<file path="config.mk">
export PLATFORM = sky130hd
export DESIGN_NAME = polygon_plane_clipper
export DESIGN_NICKNAME = d
export VERILOG_FILES = /design/src/rtl/ppc_pkg.sv /design/src/rtl/ppc_mul.sv /design/src/rtl/ppc_frac_div.sv /design/src/rtl/polygon_plane_clipper.sv
export SDC_FILE = /design/constraint.sdc
export NUM_CORES = 2
export LEC_CHECK = 0
export BUFFER_PORTS_ARGS = -buffer_cell sky130_fd_sc_hd__buf_4
export CORE_UTILIZATION = 39
export CTS_CLUSTER_SIZE = 8
export DETAILED_ROUTE_END_ITERATION = 10
export GPL_TIMING_DRIVEN = 1
export SLEW_MARGIN = 15
export SYNTH_ARGS = -nofsm -noshare
export SYNTH_HDL_FRONTEND = slang
export SYNTH_SLANG_ARGS = --single-unit
</file>
<file path="constraint.sdc">
create_clock -name clk -period 7.15 [get_ports clk]
set_input_delay 1.0725 -clock clk [delete_from_list [all_inputs] [get_ports clk]]
set_output_delay 1.0725 -clock clk [all_outputs]
set_load 0.02 [all_outputs]
</file>
<file path="src/rtl/ppc_pkg.sv">
`default_nettype none

package ppc_pkg;

	localparam int COORD_W = 32;
	localparam int DIST_W  = 64;
	localparam int FRAC_W  = 32;
	localparam int MAG_W   = COORD_W + 1;
	localparam int PROD_W  = MAG_W + FRAC_W;
	localparam int ACC_W   = DIST_W + 2;
	localparam int CFG_W   = 32;
	localparam int IDX_W   = 2;

	typedef logic [IDX_W-1:0] cfg_index_t;

	localparam cfg_index_t CFG_NORMAL_X     = 2'd0;
	localparam cfg_index_t CFG_NORMAL_Y     = 2'd1;
	localparam cfg_index_t CFG_NORMAL_Z     = 2'd2;
	localparam cfg_index_t CFG_PLANE_OFFSET = 2'd3;

	localparam logic signed [COORD_W-1:0] NORMAL_Z_RESET = 32'sd65536;

	localparam logic KIND_KEPT  = 1'b0;
	localparam logic KIND_CROSS = 1'b1;

	typedef struct packed {
		logic signed [COORD_W-1:0] vertex_x;
		logic signed [COORD_W-1:0] vertex_y;
		logic signed [COORD_W-1:0] vertex_z;
		logic                      polygon_start;
	} vertex_in_t;

	typedef struct packed {
		logic signed [COORD_W-1:0] out_x;
		logic signed [COORD_W-1:0] out_y;
		logic signed [COORD_W-1:0] out_z;
		logic                      out_kind;
		logic                      out_last;
	} vertex_out_t;

endpackage

`default_nettype wire

</file>
<file path="src/rtl/ppc_mul.sv">
`default_nettype none

module ppc_mul import ppc_pkg::*; (
	input  wire logic              clk,
	input  wire logic [MAG_W-1:0]  opa,
	input  wire logic [FRAC_W-1:0] opb,
	input  wire logic              neg,
	output logic      [PROD_W-1:0] prod,
	output logic                   prod_neg
);

	logic [MAG_W-1:0]  opa_s1;
	logic [FRAC_W-1:0] opb_s1;
	logic              neg_s1;
	logic [PROD_W-1:0] prod_s2;
	logic              neg_s2;
	logic [PROD_W-1:0] prod_c;

	// Unsigned magnitude product; the sign travels beside it.
	assign prod_c = PROD_W'(opa_s1) * PROD_W'(opb_s1);

	always_ff @(posedge clk) begin
		opa_s1  <= opa;
		opb_s1  <= opb;
		neg_s1  <= neg;
		prod_s2 <= prod_c;
		neg_s2  <= neg_s1;
	end

	assign prod     = prod_s2;
	assign prod_neg = neg_s2;

endmodule

`default_nettype wire

</file>
<file path="src/rtl/ppc_frac_div.sv">
`default_nettype none

module ppc_frac_div import ppc_pkg::*; (
	input  wire logic              clk,
	input  wire logic              arst_n,
	input  wire logic              start,
	input  wire logic [DIST_W-1:0] num,
	input  wire logic [DIST_W-1:0] den,
	output logic                   done,
	output logic      [FRAC_W-1:0] quot
);

	localparam int CNT_W = $clog2(FRAC_W);

	logic              busy_q;
	logic              done_q;
	logic [CNT_W-1:0]  cnt_q;
	logic [DIST_W-1:0] rem_q;
	logic [DIST_W-1:0] den_q;
	logic [FRAC_W-1:0] quot_q;
	logic [DIST_W-1:0] shifted;
	logic              take;

	// One restoring step per cycle. The bit shifted out of the remainder
	// forces a subtract, since the remainder then exceeds any divisor.
	assign shifted = {rem_q[DIST_W-2:0], 1'b0};
	assign take    = rem_q[DIST_W-1] || (shifted >= den_q);

	always_ff @(posedge clk or negedge arst_n) begin
		if (!arst_n) begin
			busy_q <= 1'b0;
			done_q <= 1'b0;
			cnt_q  <= '0;
		end else if (start) begin
			busy_q <= 1'b1;
			done_q <= 1'b0;
			cnt_q  <= '0;
		end else if (busy_q) begin
			cnt_q <= cnt_q + 1'b1;
			if (cnt_q == CNT_W'(FRAC_W - 1)) begin
				busy_q <= 1'b0;
				done_q <= 1'b1;
			end
		end
	end

	always_ff @(posedge clk) begin
		if (start) begin
			rem_q  <= num;
			den_q  <= den;
			quot_q <= '0;
		end else if (busy_q) begin
			rem_q  <= take ? (shifted - den_q) : shifted;
			quot_q <= {quot_q[FRAC_W-2:0], take};
		end
	end

	assign done = done_q;
	assign quot = quot_q;

endmodule

`default_nettype wire

</file>
<file path="src/rtl/polygon_plane_clipper.sv">
// Clips a vertex stream against the plane a*x + b*y + c*z + d = 0.
// Input channel in_valid/in_ready/in_item carries one vertex per item; the
// caller repeats the first vertex of a polygon to close it. Output channel
// out_valid/out_ready/out_item carries zero, one or two result items per
// vertex: the kept previous vertex and/or the crossing point, with out_last
// set on the final one. The plane is written through cfg_we/cfg_index/
// cfg_data by the caller while the block is idle; this is not enforced.
// One vertex is worked on at a time and in_ready is low meanwhile. The
// shared 33x32 multiplier (three products for the distance, three for
// interpolation) and the 32-step radix-2 divider that forms the crossing
// fraction do the arithmetic; the divider runs while a kept vertex waits
// to be taken.
// A single output register holds a finished result; while the receiver
// stalls it, the block keeps working until it needs that register again.
// Reset restores the default plane (z >= 0 is inside), clears the stored
// vertex and makes the next vertex start a new polygon.

`default_nettype none

module polygon_plane_clipper import ppc_pkg::*; (
	input  wire logic        clk,
	input  wire logic        arst_n,
	input  wire logic        in_valid,
	output logic             in_ready,
	input  wire vertex_in_t  in_item,
	output logic             out_valid,
	input  wire logic        out_ready,
	output vertex_out_t      out_item,
	input  wire logic        cfg_we,
	input  wire cfg_index_t  cfg_index,
	input  wire logic [CFG_W-1:0] cfg_data
);

	typedef enum logic [7:0] {
		ST_IDLE  = 8'b0000_0001,
		ST_MUL   = 8'b0000_0010,
		ST_DIST  = 8'b0000_0100,
		ST_CLASS = 8'b0000_1000,
		ST_KEEP  = 8'b0001_0000,
		ST_DIV   = 8'b0010_0000,
		ST_LERP  = 8'b0100_0000,
		ST_EMIT  = 8'b1000_0000
	} state_t;

	state_t state_q, state_d;
	logic [2:0] cnt_q, cnt_d;

	logic signed [COORD_W-1:0] nx_q, ny_q, nz_q, d_q;
	logic signed [COORD_W-1:0] ex_q, ey_q, ez_q;
	logic signed [COORD_W-1:0] prev_x_q, prev_y_q, prev_z_q;
	logic [DIST_W-1:0] prev_d_q;
	logic              prev_in_q;
	logic              await_q;
	logic              first_q;
	logic [ACC_W-1:0]  acc_q;
	logic [DIST_W-1:0] de_q;
	logic              e_in_q;
	logic signed [COORD_W-1:0] rx_q, ry_q, rz_q;
	logic              out_valid_q;
	vertex_out_t       out_q;

	logic accept, slot_free, commit, load_keep, load_cross;
	logic div_start, div_done;
	logic [FRAC_W-1:0] t_frac;
	logic [DIST_W-1:0] div_num, div_den;

	logic [MAG_W-1:0]  mul_a;
	logic [FRAC_W-1:0] mul_b;
	logic              mul_neg;
	logic [PROD_W-1:0] prod;
	logic              prod_neg;

	logic signed [COORD_W-1:0] f_n, f_e, f_p, f_q, w_p;
	logic [COORD_W-1:0] abs_n, abs_e;
	logic [MAG_W-1:0]   delta, mag;
	logic [ACC_W-1:0]   term;
	logic [DIST_W-1:0]  de_sat;
	logic [PROD_W-1:0]  rounded;
	logic [MAG_W-1:0]   off, coord_new;

	assign accept    = in_valid && in_ready;
	assign in_ready  = (state_q == ST_IDLE);
	assign slot_free = !out_valid_q || out_ready;

	// Operand selection for the feed step (index cnt) and the write-back
	// step (index cnt - 2), which trails by the multiplier latency.
	always_comb begin
		case (cnt_q)
			3'd0: begin
				f_n = nx_q;
				f_e = ex_q;
				f_p = prev_in_q ? prev_x_q : ex_q;
				f_q = prev_in_q ? ex_q : prev_x_q;
			end
			3'd1: begin
				f_n = ny_q;
				f_e = ey_q;
				f_p = prev_in_q ? prev_y_q : ey_q;
				f_q = prev_in_q ? ey_q : prev_y_q;
			end
			default: begin
				f_n = nz_q;
				f_e = ez_q;
				f_p = prev_in_q ? prev_z_q : ez_q;
				f_q = prev_in_q ? ez_q : prev_z_q;
			end
		endcase
		case (cnt_q)
			3'd2:    w_p = prev_in_q ? prev_x_q : ex_q;
			3'd3:    w_p = prev_in_q ? prev_y_q : ey_q;
			default: w_p = prev_in_q ? prev_z_q : ez_q;
		endcase
	end

	assign abs_n = f_n[COORD_W-1] ? COORD_W'(-f_n) : COORD_W'(f_n);
	assign abs_e = f_e[COORD_W-1] ? COORD_W'(-f_e) : COORD_W'(f_e);
	assign delta = MAG_W'({f_q[COORD_W-1], f_q}) - MAG_W'({f_p[COORD_W-1], f_p});
	assign mag   = delta[MAG_W-1] ? (MAG_W'(0) - delta) : delta;

	always_comb begin
		if (state_q == ST_LERP) begin
			mul_a   = mag;
			mul_b   = t_frac;
			mul_neg = delta[MAG_W-1];
		end else begin
			mul_a   = {1'b0, abs_n};
			mul_b   = abs_e;
			mul_neg = f_n[COORD_W-1] ^ f_e[COORD_W-1];
		end
	end

	ppc_mul u_mul (
		.clk      (clk),
		.opa      (mul_a),
		.opb      (mul_b),
		.neg      (mul_neg),
		.prod     (prod),
		.prod_neg (prod_neg)
	);

	assign term = prod_neg ? (ACC_W'(0) - ACC_W'(prod)) : ACC_W'(prod);

	always_comb begin
		if (acc_q[ACC_W-1:DIST_W-1] == '0 || acc_q[ACC_W-1:DIST_W-1] == '1) begin
			de_sat = acc_q[DIST_W-1:0];
		end else if (acc_q[ACC_W-1]) begin
			de_sat = {1'b1, {(DIST_W-1){1'b0}}};
		end else begin
			de_sat = {1'b0, {(DIST_W-1){1'b1}}};
		end
	end

	// Round half away from zero on the magnitude, then apply the sign.
	assign rounded   = prod + PROD_W'(64'h8000_0000);
	assign off       = rounded[PROD_W-1:FRAC_W];
	assign coord_new = MAG_W'({w_p[COORD_W-1], w_p})
		+ (prod_neg ? (MAG_W'(0) - off) : off);

	// The inside end supplies the numerator; the denominator is the
	// distance span across the plane.
	assign div_num   = prev_in_q ? prev_d_q : de_q;
	assign div_den   = div_num - (prev_in_q ? de_q : prev_d_q);
	assign div_start = (state_q == ST_CLASS) && !first_q && (prev_in_q ^ e_in_q);

	ppc_frac_div u_div (
		.clk    (clk),
		.arst_n (arst_n),
		.start  (div_start),
		.num    (div_num),
		.den    (div_den),
		.done   (div_done),
		.quot   (t_frac)
	);

	always_comb begin
		state_d    = state_q;
		cnt_d      = cnt_q;
		commit     = 1'b0;
		load_keep  = 1'b0;
		load_cross = 1'b0;
		unique case (state_q)
			ST_IDLE: begin
				if (accept) begin
					state_d = ST_MUL;
					cnt_d   = '0;
				end
			end
			ST_MUL: begin
				cnt_d = cnt_q + 1'b1;
				if (cnt_q == 3'd4) begin
					state_d = ST_DIST;
				end
			end
			ST_DIST: begin
				state_d = ST_CLASS;
			end
			ST_CLASS: begin
				if (first_q || (!prev_in_q && !e_in_q)) begin
					commit  = 1'b1;
					state_d = ST_IDLE;
				end else if (prev_in_q) begin
					state_d = ST_KEEP;
				end else begin
					state_d = ST_DIV;
				end
			end
			ST_KEEP: begin
				if (slot_free) begin
					load_keep = 1'b1;
					if (e_in_q) begin
						commit  = 1'b1;
						state_d = ST_IDLE;
					end else begin
						state_d = ST_DIV;
					end
				end
			end
			ST_DIV: begin
				if (div_done) begin
					state_d = ST_LERP;
					cnt_d   = '0;
				end
			end
			ST_LERP: begin
				cnt_d = cnt_q + 1'b1;
				if (cnt_q == 3'd4) begin
					state_d = ST_EMIT;
				end
			end
			ST_EMIT: begin
				if (slot_free) begin
					load_cross = 1'b1;
					commit     = 1'b1;
					state_d    = ST_IDLE;
				end
			end
			default: begin
				state_d = ST_IDLE;
			end
		endcase
	end

	always_ff @(posedge clk or negedge arst_n) begin
		if (!arst_n) begin
			state_q     <= ST_IDLE;
			cnt_q       <= '0;
			nx_q        <= '0;
			ny_q        <= '0;
			nz_q        <= NORMAL_Z_RESET;
			d_q         <= '0;
			prev_x_q    <= '0;
			prev_y_q    <= '0;
			prev_z_q    <= '0;
			prev_d_q    <= '0;
			prev_in_q   <= 1'b0;
			await_q     <= 1'b1;
			out_valid_q <= 1'b0;
		end else begin
			state_q <= state_d;
			cnt_q   <= cnt_d;
			if (cfg_we) begin
				unique case (cfg_index)
					CFG_NORMAL_X:     nx_q <= cfg_data;
					CFG_NORMAL_Y:     ny_q <= cfg_data;
					CFG_NORMAL_Z:     nz_q <= cfg_data;
					CFG_PLANE_OFFSET: d_q  <= cfg_data;
					default:          d_q  <= d_q;
				endcase
			end
			if (commit) begin
				prev_x_q  <= ex_q;
				prev_y_q  <= ey_q;
				prev_z_q  <= ez_q;
				prev_d_q  <= de_q;
				prev_in_q <= e_in_q;
				await_q   <= 1'b0;
			end
			if (load_keep || load_cross) begin
				out_valid_q <= 1'b1;
			end else if (out_ready) begin
				out_valid_q <= 1'b0;
			end
		end
	end

	always_ff @(posedge clk) begin
		if (accept) begin
			ex_q    <= in_item.vertex_x;
			ey_q    <= in_item.vertex_y;
			ez_q    <= in_item.vertex_z;
			first_q <= in_item.polygon_start || await_q;
			acc_q   <= {{(ACC_W-COORD_W-16){d_q[COORD_W-1]}}, d_q, 16'h0000};
		end else if (state_q == ST_MUL && cnt_q >= 3'd2) begin
			acc_q <= acc_q + term;
		end
		if (state_q == ST_DIST) begin
			de_q   <= de_sat;
			e_in_q <= !de_sat[DIST_W-1];
		end
		if (state_q == ST_LERP) begin
			case (cnt_q)
				3'd2:    rx_q <= coord_new[COORD_W-1:0];
				3'd3:    ry_q <= coord_new[COORD_W-1:0];
				3'd4:    rz_q <= coord_new[COORD_W-1:0];
				default: rx_q <= rx_q;
			endcase
		end
		if (load_keep) begin
			out_q.out_x    <= prev_x_q;
			out_q.out_y    <= prev_y_q;
			out_q.out_z    <= prev_z_q;
			out_q.out_kind <= KIND_KEPT;
			out_q.out_last <= e_in_q;
		end else if (load_cross) begin
			out_q.out_x    <= rx_q;
			out_q.out_y    <= ry_q;
			out_q.out_z    <= rz_q;
			out_q.out_kind <= KIND_CROSS;
			out_q.out_last <= 1'b1;
		end
	end

	assign out_valid = out_valid_q;
	assign out_item  = out_q;

endmodule

`default_nettype wire

</file>
Word-level counts from Yosys, hierarchy flattened
Cells that the tools add are included.

$add $sub $neg: 13. Multiply operators: 1. $lt $le $gt $ge: 2. Equality and inequality tests: 23. Multiplexer cells: 60. Bitwise logic cells: 2. Reductions and logical operators: 37.

Operators with widths (count): 64-bit 2-to-1 mux (7); 32-bit 2-to-1 mux (12); 32-bit one-hot mux with 2 select lines (5); 66-bit 2-to-1 mux (3); 98-bit 2-to-1 mux (2); 64-bit subtractor (2); 66-bit adder (1); 1-bit by 65-bit subtractor with 66-bit output, first input constant (1); 33-bit by 32-bit multiplier with 65-bit output (1); 64-bit by 32-bit adder with 64-bit output, second input constant (1); 64-bit greater-or-equal comparator (1); 32-bit negator (2); 8-bit one-hot mux with 8 select lines (1); 8-bit 2-to-1 mux (6); 1-bit by 33-bit subtractor with 33-bit output, first input constant (1); 32-bit by 32-bit subtractor with 33-bit output (1); 32-bit adder (1); 1-bit by 32-bit subtractor with 32-bit output, first input constant (1); 6-bit 2-to-1 mux (3); 2-bit AND reduction (9); 1-bit 2-to-1 mux (15); 5-bit 2-to-1 mux (2); 2-bit nonzero test (5); 3-bit one-hot mux with 3 select lines (1); other kinds (31) (54).

Register bits: 1023. Input bits: 136. Logic and storage cells: 179.

Longest topological paths before layout
Depth after elaboration: 6. Gate-level depth with buffers: 30.

Modules after synthesis
A second synthesis with hierarchy kept.

Cells, all modules: 9899. Area total of the unflattened synthesis: 95481.6 sq um.

By module, submodules not included: polygon_plane_clipper (times used 1, cells an instance 4677, area each 47536.8 sq um, seq. area each 20063.0 sq um); ppc_mul (times used 1, cells an instance 4013, area each 36995.5 sq um, seq. area each 2642.5 sq um); ppc_frac_div (times used 1, cells an instance 1209, area each 10949.3 sq um, seq. area each 4659.5 sq um).

Worst setup path before layout
Ideal clock, no wire load.

Path type: register to register. Start: register u_mul.opb_s1[6]. End: register u_mul.prod_s2[64], in the netlist u_mul.prod[64]. Library setup time: 72 ps. Arrival time: 7627 ps. Required time: 7078 ps. Slack: -549 ps. Stages on the path, launching flop included: 29. Buffers on the path: 2. Cells stage by stage: dfxtp_1 clkbuf_1 and2_1 fa_1 fa_1 fa_1 inv_1 fa_1 inv_1 fa_1 inv_1 fa_1 inv_1 fa_1 fa_1 ha_1 clkbuf_1 nand4_1 nor2_1 nand3_1 o211ai_1 a41oi_1 o21ai_0 a31oi_1 o31ai_1 a311o_1 o32ai_1 o21ai_0 xnor2_1.

Word-level cells in the longest chain between the ends: 1.

RTL lines: from (decl) (RTL line ppc_mul.sv:13) `logic [FRAC_W-1:0] opb_s1;`; from (signal assigned) (RTL line ppc_mul.sv:24) `opb_s1 <= opb;`; 33-bit by 32-bit multiplier with 65-bit output (RTL line ppc_mul.sv:20) `assign prod_c = PROD_W'(opa_s1) * PROD_W'(opb_s1);`; via u_mul.prod_c[64] (RTL line ppc_mul.sv:17) `logic [PROD_W-1:0] prod_c;`; to (signal assigned) (RTL line ppc_mul.sv:26) `prod_s2 <= prod_c;`; to (decl) (RTL line ppc_mul.sv:15) `logic [PROD_W-1:0] prod_s2;`.

The timed path passes the listed nets, and every way through them passes these cells. A chain may end at the register's enable or synchronous reset.

Final worst setup path
Start: register u_mul.opa_s1[11]. End: register u_mul.prod_s2[60], in the netlist u_mul.prod[60].

Word-level cells in the longest chain between the ends: 1.

RTL lines: from (decl) (RTL line ppc_mul.sv:12) `logic [MAG_W-1:0] opa_s1;`; from (signal assigned) (RTL line ppc_mul.sv:23) `opa_s1 <= opa;`; 33-bit by 32-bit multiplier with 65-bit output (RTL line ppc_mul.sv:20); via u_mul.prod_c[60] (RTL line ppc_mul.sv:17).

The timed path passes the listed nets, and every way through them passes these cells.

==> metrics.md <==
| Metric | Value |
|---|---|
| DRC | `0` |
| Routed WL | `289700 um` |
| Drt first pass iters | `7` |
| Syn nets | `11430` |
| Worst Setup End Kind | `flip-flop` |
| Area growth syn-to-layout | `15.48%` |
| Core Footprint | `241000 um2` |
| Slew Limit Fails | `0` |
| GRT overflow | `0` |
| First-pass GRT wire length | `446500 um` |
| Wire length per cell | `~21 um` |
| Critical R2R Launch | `u_mul.opa_s1[11]` |
| Fmax | `approximately 130 MHz` |
| Hold Crit Class | `reg2reg` |
| Top area cells in the synthesized netlist | `fa_1 20%, edfxtp_1 17%, dfrtp_1 8.1%` |
| Sink Count | `1023` |
| Io pins | `236` |
| GP Congestion | `0.9467` |
| Finish-stage setup viols | `21` |
| Layout cells sized above 1 | `0.1637` |
| Initial core utilization | `0.3931` |
| Largest net degree at the start of global routing | `163` |
| Number of max-cap violations | `0` |
| Count leader, synth | `inv_1` |
| Top sig layer | `met5` |
| Top cell type by total area after synthesis | `fa_1` |
| Setup CP Type | `reg2reg` |
| Number of synthesized flops with an enable pin | `around 530` |
| Most used DFF post-synth | `edfxtp_1` |
| H-tree depth | `4` |
| Asr flop ratio synth | `0.3021` |
| Largest stage delay, worst path | `560 ps` |
| Vias | `73630` |
| Min Tclk post-route | `7615 ps` |
| Final hold viol count | `0` |
| Slowest-stage cell, CP | `fa_2` |
| Met2 routed WL | `~140000 um` |
| Netlist cell types | `110` |
| Initial DRC Count | `5838` |
| CTS root buf | `clkbuf_16` |
| Yosys warning count | `0` |
| Slew of the pin with the lowest slew margin | `about 1200 ps` |
| Mux share of post-synthesis cell area | `0.06492` |
| Nets@finish | `11800` |
| Failing checks | `negative setup slack` |
| Port Buffers | `around 240` |
| Vias in the first global route | `75030` |
| Die width | `494.8 um` |
| Synth Area in Compound Gates | `0.1270` |
| Syn_area_per_cell | `9.637 um2` |
| Footprint of the multi-input gates | `62140 um2` |
| Status | `finished, violations left` |
| RSZ-0062 raised after global routing | `true` |
| Inserted Clock Buffers | `roughly 150` |
| Main combinational cell family by area after synthesis | `adder cells` |
| CTS tree | `built` |
| Die area | `244900 um2` |
| Max Fanout on Critical Path | `8` |
| Area fraction of the dominant cell type after synthesis | `0.1968` |
| Fin cells | `between 10000 and 15000` |
| Yosys reg bits | `1023` |
| Number of antenna violations at the first check in global routing | `9` |
| Xor and xnor area share after synthesis | `0.04725` |
| Placed cells | `~13000` |
| Synth cell count leaders | `1104 x inv_1, 1068 x nand2_1, 931 x fa_1, 534 x ha_1, 533 x edfxtp_1` |
| Cell mode on critical path | `fa_1` |
| Worst rel slew slack | `0.1764` |
| CTS Buffer Depth | `3` |
| Fin crit share | `1.065` |
| Area share of fa/ha/maj cells after synthesis | `0.2673` |
| Post-Synth Simple-Gate Area | `0.1369` |
| Final WS setup | `-465.1 ps` |
| Antenna Nets Post-Route | `0` |
| DP HPWL | `225900 um` |
| Vias per cell | `5.453` |
| Hold_sp | `u_mul.neg_s1` |
| Metal-1 WL | `124600 um` |
| Clk_lat worst skew | `810 ps` |
| Fillers | `22710` |
| Mapped Cells | `a little under 10000` |
| Synthesized area | `94730 um2` |
| Clock transition at path regs | `about 60 ps` |
| Met3 WL | `15640 um` |
| GRT Util Overall | `0.2354` |
| Cell Rows | `180` |
| Clk_skew | `43.99 ps` |
| Post-CTS Hold Fix Bufs | `0` |
| DIE HEIGHT | `about 490 um` |
| Post-synthesis sequential area ratio | `0.2889` |
| Register area | `27440 um2` |
| Worst EP required | `7840 ps` |
| CP arrival | `8310 ps` |
| Startpoint types | `flip-flop` |
| Worst Setup SP | `u_mul.opa_s1[11]` |
-- sequential cells by signal (all words and copies together) (netlist names), 33 cells and up --
signal / flops
out_item: 98
acc_q: 66
prev_d_q: 64
u_div.den_q: 64
u_div.rem_q: 64
u_mul.opa_s1: 33
u_mul.prod: 65
de_q: 64
-- worst max-delay path, delay by kind of cell, from the launching register on --
family	cells	cell delay, ps
compound gates	7	1660
xor+xnor	1	120
fa+ha+maj	9	4300
flops	1	320
buf+inv	6	500
simple gates	4	590
-- logic make-up after synthesis --
| kind of cell | Yosys count |
|---|---|
| AOI/OAI and AO/OA | 1878 |
| buffers and inverters | 1681 |
| DFF | 1023 |
| xor gates and xnor gates | 511 |
| adders and majority gates | 1465 |
| muxes | 566 |
| and+or+nand+nor | 2706 |
-- layout by cell type, fill, tap and decap left out, drive strengths merged, types with 96 or more instances in the layout --
cell and instances:
a21o 199, a21oi 524, a22o 111, a22oi 96, and2 514, buf 785
clkbuf 251, dfrtp 306, dfxtp 181, edfxtp 533, fa 931, ha 534
inv 1112, mux2 387, mux2i 179, nand2 1070, nand3 104, nor2 508
o21ai 461, xnor2 342, xor2 169
-- cell type report --
cell class | count | share of cell area
sequential | 1023 | 0.2508
tap | 3185 | 0.03643
antenna | 7 | 0.0001601
clock buffer | 247 | 0.03791
multi-input combinational | 7126 | 0.5680
inverter | 1105 | 0.03794
clock inverter | 20 | 0.003374
timing repair buffer | 789 | 0.06533
-- through the flow --
step / TNS [ps] / cell area (um2) / utilization / setup WS [ps] / hold WS (ps)
6_report: -5966 / 109400 / 0.4539 / -465.1 / 328.7
5_1_grt: -10210 / 109400 / 0.4539 / -670.9 / 332.8
4_1_cts: -3985 / 108400 / 0.4499 / -328.4 / 326.9
2_1_floorplan: 0 / 94890 / - / 0.5067 / 309.6
3_5_place_dp: -13060 / 103000 / 0.4276 / -773.5 / 315.3
3_3_place_gp: -12270 / 103000 / 0.4275 / -738.7 / 314.4
-- metal layers --
layer | GRT usage | vias to the layer above
met2 | 0.3915 | 2304
li1 | - | 33810
met4 | 0.07879 | 6
met5 | 0 | -
met1 | 0.3149 | 37040
met3 | 0.03094 | 470
-- worst paths after layout --
check                                       to  slack, ps  cells after the start
worst max-delay path            u_mul.prod[60]       -470                     27
worst min-delay path            u_mul.prod_neg        330                      0
worst max register to register  u_mul.prod[60]       -470                     27
worst min register to register  u_mul.prod_neg        330                      0
max in group asynchronous         u_div.busy_q       5160                      2
min in group asynchronous         prev_z_q[16]        390                      1
-- repair_timing --
item	CTS	global route
setup endpoints to repair	31	33
pin swaps	106	134
gates resized for setup	153	189
buffers inserted	29	45
gates cloned	3	2
Power is not shown: default switching activity piles up to over one toggle a cycle in this logic, so the estimate is an artifact.
